### src/hw/rtl/pcs_pkg.sv
`timescale 1ns / 1ps
// Shared types and constants for the pair coherence spatial spectrum block.
// Used by the multiplier, divider, top level and bench; depends on nothing.
package pcs_pkg;

    localparam int AUTO_W  = 32;
    localparam int STEER_W = 16;
    localparam int SUM_W   = 40;
    localparam int MUL_A_W = 37;
    localparam int MUL_B_W = 18;
    localparam int PROD_W  = MUL_A_W + MUL_B_W;
    localparam int P_W     = 49;
    localparam int RATIO_W = 37;
    localparam int DVD_W   = 55;
    localparam int DVS_W   = 37;
    localparam int TERM_W  = 57;

    localparam logic signed [MUL_B_W-1:0] Q14_ONE = 18'sd16384;
    localparam logic signed [SUM_W-1:0]   SUM_MAX = 40'sh7F_FFFF_FFFF;
    localparam logic signed [SUM_W-1:0]   SUM_MIN = 40'sh80_0000_0000;

    typedef enum logic [3:0] {
        ST_IDLE,
        ST_MUL_A,
        ST_MUL_B,
        ST_PREP,
        ST_MUL_C,
        ST_DIV_START,
        ST_DIV_WAIT,
        ST_TERM,
        ST_ACC
    } pcs_state_t;

    typedef struct packed {
        logic busy;
        logic done;
    } pcs_div_status_t;

endpackage

### src/hw/rtl/pair_coherence_spatial_spectrum.sv
`timescale 1ns / 1ps
// Top level of the pair coherence spatial spectrum accumulator.
// Depends on pcs_pkg, pcs_mul and pcs_div.
// An item is accepted in the idle state and the next one only once the sequencer is idle again;
// with a zero divisor the 55-step radix-2 divider is skipped; one item is worked on at a time.
// A sum is registered in the accumulate state of its last item, or later while an earlier sum is
// still stalled at the output. Reset clears the sum, flags, sequencer and out_valid.
module pair_coherence_spatial_spectrum (
    input  logic                                clk,
    input  logic                                rst_n,
    input  logic                                in_valid,
    output logic                                in_stall,
    input  logic signed [pcs_pkg::AUTO_W-1:0]   auto_first_re,
    input  logic signed [pcs_pkg::AUTO_W-1:0]   auto_second_re,
    input  logic signed [pcs_pkg::AUTO_W-1:0]   cross_re,
    input  logic signed [pcs_pkg::AUTO_W-1:0]   cross_im,
    input  logic signed [pcs_pkg::STEER_W-1:0]  steer_re,
    input  logic signed [pcs_pkg::STEER_W-1:0]  steer_im,
    input  logic signed [pcs_pkg::STEER_W-1:0]  coherence,
    input  logic                                last_pair,
    output logic                                out_valid,
    input  logic                                out_stall,
    output logic signed [pcs_pkg::SUM_W-1:0]    spectrum,
    output logic                                divide_by_zero,
    output logic                                saturated
);
    import pcs_pkg::*;

    pcs_state_t state_reg, state_next;

    logic signed [AUTO_W:0]    tr_reg, tr_next;
    logic signed [AUTO_W-1:0]  cr_reg, cr_next;
    logic signed [AUTO_W-1:0]  ci_reg, ci_next;
    logic signed [STEER_W-1:0] sr_reg, sr_next;
    logic signed [STEER_W-1:0] si_reg, si_next;
    logic signed [STEER_W-1:0] c_reg, c_next;
    logic                      last_reg, last_next;
    logic signed [P_W-1:0]     p_reg, p_next;
    logic signed [RATIO_W-1:0] num_reg, num_next;
    logic signed [RATIO_W-1:0] den_reg, den_next;
    logic                      zden_reg, zden_next;
    logic                      topneg_reg, topneg_next;
    logic                      qneg_reg, qneg_next;
    logic signed [SUM_W-1:0]   term_reg, term_next;
    logic                      tsat_reg, tsat_next;

    logic signed [SUM_W-1:0]   sum_reg, sum_next;
    logic                      zseen_reg, zseen_next;
    logic                      sseen_reg, sseen_next;
    logic                      ovalid_reg, ovalid_next;
    logic signed [SUM_W-1:0]   ospec_reg, ospec_next;
    logic                      ozd_reg, ozd_next;
    logic                      osat_reg, osat_next;

    logic signed [MUL_A_W-1:0] mul_a;
    logic signed [MUL_B_W-1:0] mul_b;
    logic signed [PROD_W-1:0]  prod;
    logic                      div_start;
    logic [DVD_W-1:0]          div_dividend;
    logic [DVS_W-1:0]          div_divisor;
    logic [DVD_W-1:0]          quotient;
    pcs_div_status_t           div_status;

    logic                      accept;
    logic                      out_busy;
    logic signed [P_W-1:0]     p_diff;
    logic signed [P_W-15:0]    t_val;
    logic signed [RATIO_W-1:0] tr_ext;
    logic signed [RATIO_W-1:0] t2_ext;
    logic signed [PROD_W:0]    top;
    logic signed [PROD_W:0]    top_neg;
    logic signed [RATIO_W-1:0] den_neg;
    logic signed [TERM_W-1:0]  q_pos;
    logic signed [TERM_W-1:0]  q_signed;
    logic signed [MUL_B_W-1:0] k_off;
    logic signed [TERM_W-1:0]  term_full;
    logic signed [SUM_W:0]     sum_full;
    logic signed [SUM_W-1:0]   sum_clamped;
    logic                      sum_hit;

    pcs_mul u_mul (
        .clk  (clk),
        .a    (mul_a),
        .b    (mul_b),
        .prod (prod)
    );

    pcs_div u_div (
        .clk      (clk),
        .rst_n    (rst_n),
        .start    (div_start),
        .dividend (div_dividend),
        .divisor  (div_divisor),
        .quotient (quotient),
        .status   (div_status)
    );

    assign accept   = in_valid && !in_stall;
    assign out_busy = ovalid_reg && out_stall;

    always_comb
    begin
        state_next = state_reg;
        unique case (state_reg)
            ST_IDLE:
            begin
                if (in_valid)
                begin
                    state_next = ST_MUL_A;
                end
            end
            ST_MUL_A:     state_next = ST_MUL_B;
            ST_MUL_B:     state_next = ST_PREP;
            ST_PREP:      state_next = ST_MUL_C;
            ST_MUL_C:     state_next = ST_DIV_START;
            ST_DIV_START: state_next = (den_reg == '0) ? ST_TERM : ST_DIV_WAIT;
            ST_DIV_WAIT:
            begin
                if (div_status.done)
                begin
                    state_next = ST_TERM;
                end
            end
            ST_TERM:      state_next = ST_ACC;
            ST_ACC:
            begin
                if (!(last_reg && out_busy))
                begin
                    state_next = ST_IDLE;
                end
            end
            default:      state_next = ST_IDLE;
        endcase
    end

    always_comb
    begin
        in_stall  = 1'b1;
        div_start = 1'b0;
        mul_a     = RATIO_W'(cr_reg);
        mul_b     = MUL_B_W'(sr_reg);
        unique case (state_reg)
            ST_IDLE:
            begin
                in_stall = 1'b0;
            end
            ST_MUL_A:
            begin
                mul_a = RATIO_W'(cr_reg);
                mul_b = MUL_B_W'(sr_reg);
            end
            ST_MUL_B:
            begin
                mul_a = RATIO_W'(ci_reg);
                mul_b = MUL_B_W'(si_reg);
            end
            ST_MUL_C:
            begin
                mul_a = num_reg;
                mul_b = Q14_ONE - MUL_B_W'(c_reg);
            end
            ST_DIV_START:
            begin
                div_start = (den_reg != '0);
            end
            default:
            begin
                in_stall = 1'b1;
            end
        endcase
    end

    assign p_diff  = p_reg - prod[P_W-1:0];
    assign t_val   = p_diff[P_W-1:14];
    assign tr_ext  = RATIO_W'(tr_reg);
    assign t2_ext  = RATIO_W'($signed({t_val, 1'b0}));
    assign top     = {prod, 1'b0};
    assign top_neg = -top;
    assign den_neg = -den_reg;

    assign div_dividend = top[PROD_W] ? top_neg[DVD_W-1:0] : top[DVD_W-1:0];
    assign div_divisor  = den_reg[RATIO_W-1] ? den_neg : den_reg;

    assign q_pos     = TERM_W'({1'b0, quotient});
    assign q_signed  = qneg_reg ? -q_pos : q_pos;
    assign k_off     = (Q14_ONE + MUL_B_W'(c_reg)) <<< 1;
    assign term_full = q_signed - TERM_W'(k_off);

    assign sum_full = (SUM_W + 1)'(sum_reg) + (SUM_W + 1)'(term_reg);
    assign sum_hit  = sum_full[SUM_W] != sum_full[SUM_W-1];
    assign sum_clamped = sum_hit ? (sum_full[SUM_W] ? SUM_MIN : SUM_MAX)
                                 : sum_full[SUM_W-1:0];

    always_comb
    begin
        tr_next     = tr_reg;
        cr_next     = cr_reg;
        ci_next     = ci_reg;
        sr_next     = sr_reg;
        si_next     = si_reg;
        c_next      = c_reg;
        last_next   = last_reg;
        p_next      = p_reg;
        num_next    = num_reg;
        den_next    = den_reg;
        zden_next   = zden_reg;
        topneg_next = topneg_reg;
        qneg_next   = qneg_reg;
        term_next   = term_reg;
        tsat_next   = tsat_reg;
        sum_next    = sum_reg;
        zseen_next  = zseen_reg;
        sseen_next  = sseen_reg;
        ovalid_next = ovalid_reg && out_stall;
        ospec_next  = ospec_reg;
        ozd_next    = ozd_reg;
        osat_next   = osat_reg;

        if (accept)
        begin
            tr_next   = (AUTO_W + 1)'(auto_first_re) + (AUTO_W + 1)'(auto_second_re);
            cr_next   = cross_re;
            ci_next   = cross_im;
            sr_next   = steer_re;
            si_next   = steer_im;
            c_next    = coherence;
            last_next = last_pair;
        end

        case (state_reg)
            ST_MUL_B:
            begin
                p_next = prod[P_W-1:0];
            end
            ST_PREP:
            begin
                num_next = tr_ext + t2_ext;
                den_next = tr_ext - t2_ext;
            end
            ST_DIV_START:
            begin
                zden_next   = (den_reg == '0);
                topneg_next = top[PROD_W];
                qneg_next   = top[PROD_W] ^ den_reg[RATIO_W-1];
            end
            ST_TERM:
            begin
                if (zden_reg)
                begin
                    term_next = topneg_reg ? SUM_MIN : SUM_MAX;
                    tsat_next = 1'b1;
                end
                else if (term_full > TERM_W'(SUM_MAX))
                begin
                    term_next = SUM_MAX;
                    tsat_next = 1'b1;
                end
                else if (term_full < TERM_W'(SUM_MIN))
                begin
                    term_next = SUM_MIN;
                    tsat_next = 1'b1;
                end
                else
                begin
                    term_next = term_full[SUM_W-1:0];
                    tsat_next = 1'b0;
                end
            end
            ST_ACC:
            begin
                if (!last_reg)
                begin
                    sum_next   = sum_clamped;
                    zseen_next = zseen_reg || zden_reg;
                    sseen_next = sseen_reg || tsat_reg || sum_hit;
                end
                else if (!out_busy)
                begin
                    ovalid_next = 1'b1;
                    ospec_next  = sum_clamped;
                    ozd_next    = zseen_reg || zden_reg;
                    osat_next   = sseen_reg || tsat_reg || sum_hit;
                    sum_next    = '0;
                    zseen_next  = 1'b0;
                    sseen_next  = 1'b0;
                end
            end
            default:
            begin
                sum_next = sum_reg;
            end
        endcase
    end

    always_ff @(posedge clk or negedge rst_n)
    begin
        if (!rst_n)
        begin
            state_reg  <= ST_IDLE;
            sum_reg    <= '0;
            zseen_reg  <= 1'b0;
            sseen_reg  <= 1'b0;
            ovalid_reg <= 1'b0;
        end
        else
        begin
            state_reg  <= state_next;
            sum_reg    <= sum_next;
            zseen_reg  <= zseen_next;
            sseen_reg  <= sseen_next;
            ovalid_reg <= ovalid_next;
        end
    end

    always_ff @(posedge clk)
    begin
        tr_reg     <= tr_next;
        cr_reg     <= cr_next;
        ci_reg     <= ci_next;
        sr_reg     <= sr_next;
        si_reg     <= si_next;
        c_reg      <= c_next;
        last_reg   <= last_next;
        p_reg      <= p_next;
        num_reg    <= num_next;
        den_reg    <= den_next;
        zden_reg   <= zden_next;
        topneg_reg <= topneg_next;
        qneg_reg   <= qneg_next;
        term_reg   <= term_next;
        tsat_reg   <= tsat_next;
        ospec_reg  <= ospec_next;
        ozd_reg    <= ozd_next;
        osat_reg   <= osat_next;
    end

    assign out_valid      = ovalid_reg;
    assign spectrum       = ospec_reg;
    assign divide_by_zero = ozd_reg;
    assign saturated      = osat_reg;

endmodule

### src/hw/rtl/pcs_mul.sv
`timescale 1ns / 1ps
// Shared signed multiplier with a registered product.
// Depends on pcs_pkg for the operand widths.
module pcs_mul (
    input  logic                                clk,
    input  logic signed [pcs_pkg::MUL_A_W-1:0]  a,
    input  logic signed [pcs_pkg::MUL_B_W-1:0]  b,
    output logic signed [pcs_pkg::PROD_W-1:0]   prod
);
    import pcs_pkg::*;

    logic signed [PROD_W-1:0] prod_reg;
    logic signed [PROD_W-1:0] prod_next;

    assign prod_next = PROD_W'(a) * PROD_W'(b);

    always_ff @(posedge clk)
    begin
        prod_reg <= prod_next;
    end

    assign prod = prod_reg;

endmodule

### src/hw/rtl/pcs_div.sv
`timescale 1ns / 1ps
// Unsigned radix-2 restoring divider, one quotient bit per cycle.
// Depends on pcs_pkg for widths and the status struct.
module pcs_div (
    input  logic                              clk,
    input  logic                              rst_n,
    input  logic                              start,
    input  logic [pcs_pkg::DVD_W-1:0]         dividend,
    input  logic [pcs_pkg::DVS_W-1:0]         divisor,
    output logic [pcs_pkg::DVD_W-1:0]         quotient,
    output pcs_pkg::pcs_div_status_t          status
);
    import pcs_pkg::*;

    localparam int CNT_W = $clog2(DVD_W);
    localparam logic [CNT_W-1:0] LAST_STEP = CNT_W'(DVD_W - 1);

    logic             busy_reg, busy_next;
    logic             done_reg, done_next;
    logic [CNT_W-1:0] count_reg, count_next;
    logic [DVS_W-1:0] rem_reg, rem_next;
    logic [DVD_W-1:0] quo_reg, quo_next;
    logic [DVS_W-1:0] dvs_reg, dvs_next;

    logic [DVS_W:0] trial;
    logic [DVS_W:0] diff;
    logic           fits;

    assign trial = {rem_reg, quo_reg[DVD_W-1]};
    assign diff  = trial - {1'b0, dvs_reg};
    assign fits  = trial >= {1'b0, dvs_reg};

    always_comb
    begin
        busy_next  = busy_reg;
        done_next  = 1'b0;
        count_next = count_reg;
        rem_next   = rem_reg;
        quo_next   = quo_reg;
        dvs_next   = dvs_reg;
        if (start)
        begin
            busy_next  = 1'b1;
            count_next = '0;
            rem_next   = '0;
            quo_next   = dividend;
            dvs_next   = divisor;
        end
        else if (busy_reg)
        begin
            rem_next   = fits ? diff[DVS_W-1:0] : trial[DVS_W-1:0];
            quo_next   = {quo_reg[DVD_W-2:0], fits};
            count_next = count_reg + 1'b1;
            if (count_reg == LAST_STEP)
            begin
                busy_next = 1'b0;
                done_next = 1'b1;
            end
        end
    end

    always_ff @(posedge clk or negedge rst_n)
    begin
        if (!rst_n)
        begin
            busy_reg  <= 1'b0;
            done_reg  <= 1'b0;
            count_reg <= '0;
        end
        else
        begin
            busy_reg  <= busy_next;
            done_reg  <= done_next;
            count_reg <= count_next;
        end
    end

    always_ff @(posedge clk)
    begin
        rem_reg <= rem_next;
        quo_reg <= quo_next;
        dvs_reg <= dvs_next;
    end

    assign quotient    = quo_reg;
    assign status.busy = busy_reg;
    assign status.done = done_reg;

endmodule

### config.mk
export PLATFORM = sky130hd
export DESIGN_NAME = pair_coherence_spatial_spectrum
export DESIGN_NICKNAME = d
export VERILOG_FILES = /design/src/hw/rtl/pcs_pkg.sv /design/src/hw/rtl/pair_coherence_spatial_spectrum.sv /design/src/hw/rtl/pcs_mul.sv /design/src/hw/rtl/pcs_div.sv
export SDC_FILE = /design/constraint.sdc
export NUM_CORES = 2
export LEC_CHECK = 0
export BUFFER_PORTS_ARGS = -buffer_cell sky130_fd_sc_hd__buf_2
export CAP_MARGIN = 0
export CORE_MARGIN = 5
export CORE_UTILIZATION = 32
export DETAILED_ROUTE_END_ITERATION = 8
export GPL_ROUTABILITY_DRIVEN = 1
export SYNTH_ARGS = -nofsm -noshare
export SYNTH_HDL_FRONTEND = slang
export SYNTH_SLANG_ARGS = --single-unit
export TNS_END_PERCENT = 10
### constraint.sdc
create_clock -name clk -period 22.7 [get_ports clk]
set_input_delay 1.135 -clock clk [delete_from_list [all_inputs] [get_ports clk]]
set_output_delay 1.135 -clock clk [all_outputs]
set_load 0.1 [all_outputs]
* Word level (Yosys, flattened, before mapping)
Cells that the tools add are included.
** Storage, ports and cells
- Flip-flop bits (word level) :: 594
- Bits of input ports :: 181
- Output and inout port bits :: 44
- Word-level logic and storage cells :: 115
** Operators by class
- Add/subtract/negate cells :: 13
- Multipliers :: 1
- Magnitude comparators :: 3
- Equal/unequal tests :: 14
- Muxes and demuxes :: 37
- Bitwise operators :: 2
- Reduce and logical (&&, ||, !) cells :: 14
** Operator list (number)
- $mux W40 :: 8
- $mux W55 :: 3
- $pmux W37 S2 :: 1
- $gt A57 B40 Y1 const B :: 1
- $lt A57 B40 Y1 const B :: 1
- $mux W57 :: 1
- $neg A55 Y57 :: 1
- $sub A57 B18 Y57 :: 1
- $mul A37 B18 Y55 :: 1
- $neg A55 Y55 :: 1
- $sub A49 B49 Y49 :: 1
- $add A40 B40 Y41 :: 1
- $ge A38 B37 Y1 :: 1
- $add A33 B36 Y37 :: 1
- $logic_not A37 Y1 :: 1
- $mux W37 :: 1
- $neg A37 Y37 :: 1
- $reduce_bool A37 Y1 :: 1
- $sub A33 B36 Y37 :: 1
- $sub A37 B37 Y37 :: 1
- $mux W36 :: 1
- $pmux W18 S2 :: 1
- $pmux W4 S9 :: 1
- $add A32 B32 Y33 :: 1
- other kinds (23) :: 51

* Depth between registers and ports, before layout
- Depth after elaboration :: 7
- Mapped depth :: 37
- Depth with buffers taken out :: 36

* Hierarchy
Synthesis repeated with hierarchy kept, for this count alone.
** Unflattened totals
- Cells, all modules :: 6552
- Area, all modules :: 61376.4 µm²
** By module, submodules not included
- pair_coherence_spatial_spectrum :: times used 1, cells an instance 3064, area each 29460.8 µm², sequential area each 11776.3 µm²
- pcs_mul :: times used 1, cells an instance 2743, area each 24026.8 µm², sequential area each 1101.1 µm²
- pcs_div :: times used 1, cells an instance 745, area each 7888.8 µm², sequential area each 3703.6 µm²

* Least setup slack after synthesis
No wires, ideal clock.
- Path type :: reg2reg
- From :: register state_reg[0]
- To :: register u_mul.prod_reg[53] (netlist: u_mul.prod[53])
- Library setup time :: 0.118 ns
- Data arrival time :: 9.662 ns
- Data required time :: 22.582 ns
- Slack :: 12.920 ns
- Stages on the path, launching flop included :: 35
- Path buffers :: 4
- Period minus slack after synthesis :: 9.780 ns
- Cell sequence :: dfrtp_1 -> clkbuf_1 -> nand2b_1 -> nor3_1 -> clkbuf_1 -> clkbuf_1 -> a22oi_1 -> nand2_1 -> clkbuf_1 -> nand2_1 -> fa_1 -> inv_1 -> fa_1 -> fa_1 -> fa_1 -> inv_1 -> fa_1 -> inv_1 -> fa_1 -> ha_1 -> nand2_1 -> nor3_1 -> a211oi_1 -> a211oi_1 -> nor2_1 -> o31ai_1 -> a211oi_1 -> o21ai_0 -> nand4_1 -> nand3b_1 -> a21oi_1 -> a21oi_1 -> a21o_1 -> a21oi_1 -> xnor2_1
** Between the ends
- Word-level cells in the longest chain between the ends :: 3
- Elaborated cells between the ends (all ways) :: 5
- Those cells by class :: mul: 1; eq/ne: 2; mux: 2
** Ends and longest elaborated chain
- from (decl) :: line pair_coherence_spatial_spectrum.sv:29 : pcs_state_t state_reg, state_next;
- from (signal assigned) :: line pair_coherence_spatial_spectrum.sv:307 : state_reg <= state_next;
- $eq A4 B3 Y1 / $eq A4 B2 Y1 (equally long branches) :: line pair_coherence_spatial_spectrum.sv:142 : unique case (state_reg)
- $pmux W37 S2 / $pmux W18 S2 (equally long branches) :: line pair_coherence_spatial_spectrum.sv:142
- $mul A37 B18 Y55 * :: line pcs_mul.sv:15 : assign prod_next = PROD_W'(a) * PROD_W'(b);
- net u_mul.prod_next[53] :: line pcs_mul.sv:13 : logic signed [PROD_W-1:0] prod_next;
- to (signal assigned) :: line pcs_mul.sv:19 : prod_reg <= prod_next;
- to (decl) :: line pcs_mul.sv:12 : logic signed [PROD_W-1:0] prod_reg;
Mark *: on every way through the listed nets, which the timed path passes. The rest lies on a longest branch.
A chain may end at the register's enable or synchronous reset.

* Worst setup path in the final report
Ends and elaborated chain as after synthesis.

==> results.yml <==
status:
  run_status: "finished clean"
placed_design:
  gp_congestion: 0.956
  port-buffer-count: 224
  hpwl_mm: 141
  placed_cells: 8803
yosys:
  synthCells: 6311
  synth-seq-cells: 592
  synth_edf_count: 445
  synth_mux_area_share_pct: 0.524
  synth_nets: 7553
  synth.avg_cell_area_um2: 9.34
  syn_area_um2: 59000
  synthDistinctLibCells: 79
  synth_top_family_by_area: "adder cells"
  synth_flop_cell: "edfxtp_1"
  yosys_warnings: 0
  synth-compound-area-share_pct: 13.4
  synthArstFlopShare_pct: 9.29
  synth-seq-area-share_pct: 28.1
  synth-xor-area-share_pct: 6.64
  synth-simple-area-share_pct: 13.4
  synth_adder_area_share_pct: 30.7
cts:
  cts_resized: 0
  cts_buffers: 73
  htreeDepth: 3
  cts_root_buf: "clkbuf_16"
  cts_sinks: 592
  hold_buffers: 0
  clock_latency_ns: 0.69
  cts_tree: "built"
  clk_pin_slew_ns: 0.06
  postCtsSetupBuffers: 0
  cts_buffer_depth: 3
sta:
  rsz0062_at_grt: "false"
  setup_tns_ns: 0
  drv_slew: 0
  setup_violations: 0
  fin_crit_ns: 10.57
  final-hold-violation-count: 0
  fmax_mhz: 94.6
  relSlewSlack_pct: 15.6
  fin_crit_sh_pct: 46.6
  worst_slew_pin_slew_ns: 1.25
  fin_skew_ns: 0.0414
drt:
  via_per_inst: 5.04
  remaining_drc_errors: 0
  wl_per_cell_um: 19.5
  drt-total-wl_mm: 174
  drtIter0Drc: 3380
  num_vias: 45100
  first_pass_iters: 6
  antenna_left: 0
worst_setup_path:
  cpMostUsedCell: "fa_1"
  critPathMaxStageDelay_ns: 0.84
  worst_setup_path_start_kind: "flip-flop"
  rr_worst_depth: 32
  cp.arrival_ns: 11.13
  worstPathRequired_ns: 23.26
  worstReg2RegEnd: "u_mul.prod[53]"
  critPathCaptureType: "flip-flop"
  path_max_fanout: 56
  r2r-start: "state_reg[0]"
  reg2reg_setup_slack_ns: 12.13
  cp_slowest_cell: "o31ai_1"
  crit_type: "reg -> reg"
die:
  initial_core_util_pct: 32.2
  dieWidth_um: 439
  dieArea_um2: 193000
  fp.coreArea_um2: 183000
  die-height_um: 439
  io_pins: 225
  row_count: 157
final_layout:
  nets: 7656
  n_fill_cell: 18600
  drive_above_1_share_pct: 7.18
  area_growth_pct: 10.6
  instances_no_fill: 8938
min_path:
  min_delay_worst_endpoint: "p_reg[37]"
  hold_path_depth: 0
  worstHoldStart: "u_mul.prod[37]"
  worstHoldPathType: "reg -> reg"
global_routing:
  grt_remaining_overflow: 0
  grt_max_degree: 109
  antenna_found_initial: 3
  grt_pass1_vias: 45500
  grt_pass1_wl_mm: 267
  grtUsageTotal_pct: 17.8
run:
  drv_cap: 0
final cells by class:
cell class	count	area, µm²	area share (%)
multi-input cells	4574	38300	58.6
flip-flops and latches	592	16600	25.4
inverters	903	3390	5.20
well taps	2464	3080	4.73
clock buffers	91	1990	3.05
repair buffers	270	1470	2.25
clock inverters	43	468	0.717
diodes	1	2.50	0.00384
how the worst max path moves through the flow:
stage            startpoint             end  slack [ns]  depth (start not counted)
3_3_place_gp   state_reg[0]  u_mul.prod[54]       12.44                         31
5_1_grt            c_reg[2]  u_mul.prod[53]       11.46                         34
4_1_cts        state_reg[0]  u_mul.prod[53]       12.19                         32
3_5_place_dp   state_reg[0]  u_mul.prod[53]       12.26                         32
2_1_floorplan  state_reg[0]  u_mul.prod[53]       12.92                         34
6_report       state_reg[0]  u_mul.prod[53]       12.13                         32
per-stage QoR:
stage          hold slack (ns)  setup WS [ns]  instance area (µm²)  util (%)
5_1_grt                  0.458          11.46                65200      35.6
4_1_cts                  0.449          12.19                65200      35.6
6_report                 0.443          12.13                65200      35.6
3_5_place_dp             0.444          12.26                62800      34.3
3_3_place_gp             0.435          12.44                62800      34.3
2_1_floorplan            0.400          12.92                59000         -
kinds of logic (layout without fill, tap and decap cells):
| family | after synthesis | in the layout |
|---|---|---|
| multiplexers | 30 | 30 |
| buffers and inverters | 1145 | 1307 |
| other | 0 | 1 |
| XOR/XNOR | 447 | 447 |
| AND/OR/NAND/NOR | 1791 | 1791 |
| adder cells (fa/ha/maj) | 1061 | 1061 |
| AO/OA/AOI/OAI | 1245 | 1245 |
| flip-flops | 592 | 592 |
cell usage in the layout, fill, tap and decap left out, drive strengths merged, types with 18 or more instances in the layout:
master  count
o41ai      22
a21o      131
nor2      513
xnor2     344
o31ai      68
ha        421
o21bai     52
or3        46
edfxtp    445
and2       47
a22oi      38
a31oi      27
inv       908
nand4      38
or2        19
or4        33
xor2      103
a221oi     18
clkbuf     91
nand2b     48
o21ai     331
nand2     808
fa        640
dfrtp      55
nor2b      53
mux2i      23
and3       23
a211oi     50
buf       270
a21oi     331
nand3      51
nor3       65
dfxtp      92
clkinv     23
o21a       52
critical path, delay by kind of cell, from the launching register on:
kind	cells	cell delay, ns
AND/OR/NAND/NOR	7	1.05
buffers and inverters	8	2.74
flip-flops	1	0.46
AO/OA/AOI/OAI	9	2.36
adder cells (fa/ha/maj)	7	3.54
XOR/XNOR	1	0.13
routing by layer:
layer	vias to the layer above	track usage (%)	wire, µm
li1	21200	-	-
met1	22300	22.3	71100
met2	1310	30.0	84000
met3	330	2.63	9540
met4	2	8.53	9600
met5	-	0	14
synthesized netlist by cell type (81+ instances only):
library cell | instances | area share [%]
xor2_1 | 103 | 1.5
inv_1 | 895 | 5.7
a21oi_1 | 331 | 2.8
o21ai_1 | 81 | 0.69
a21o_1 | 131 | 1.7
fa_1 | 640 | 22
xnor2_1 | 344 | 5.1
clkbuf_1 | 225 | 1.4
nor2_1 | 513 | 3.3
dfxtp_1 | 92 | 3.1
o21ai_0 | 250 | 2.1
ha_1 | 421 | 8.9
edfxtp_1 | 445 | 23
nand2_1 | 808 | 5.1
Power is not shown: default switching activity piles up to over one toggle a cycle in this logic, so the estimate is an artifact.
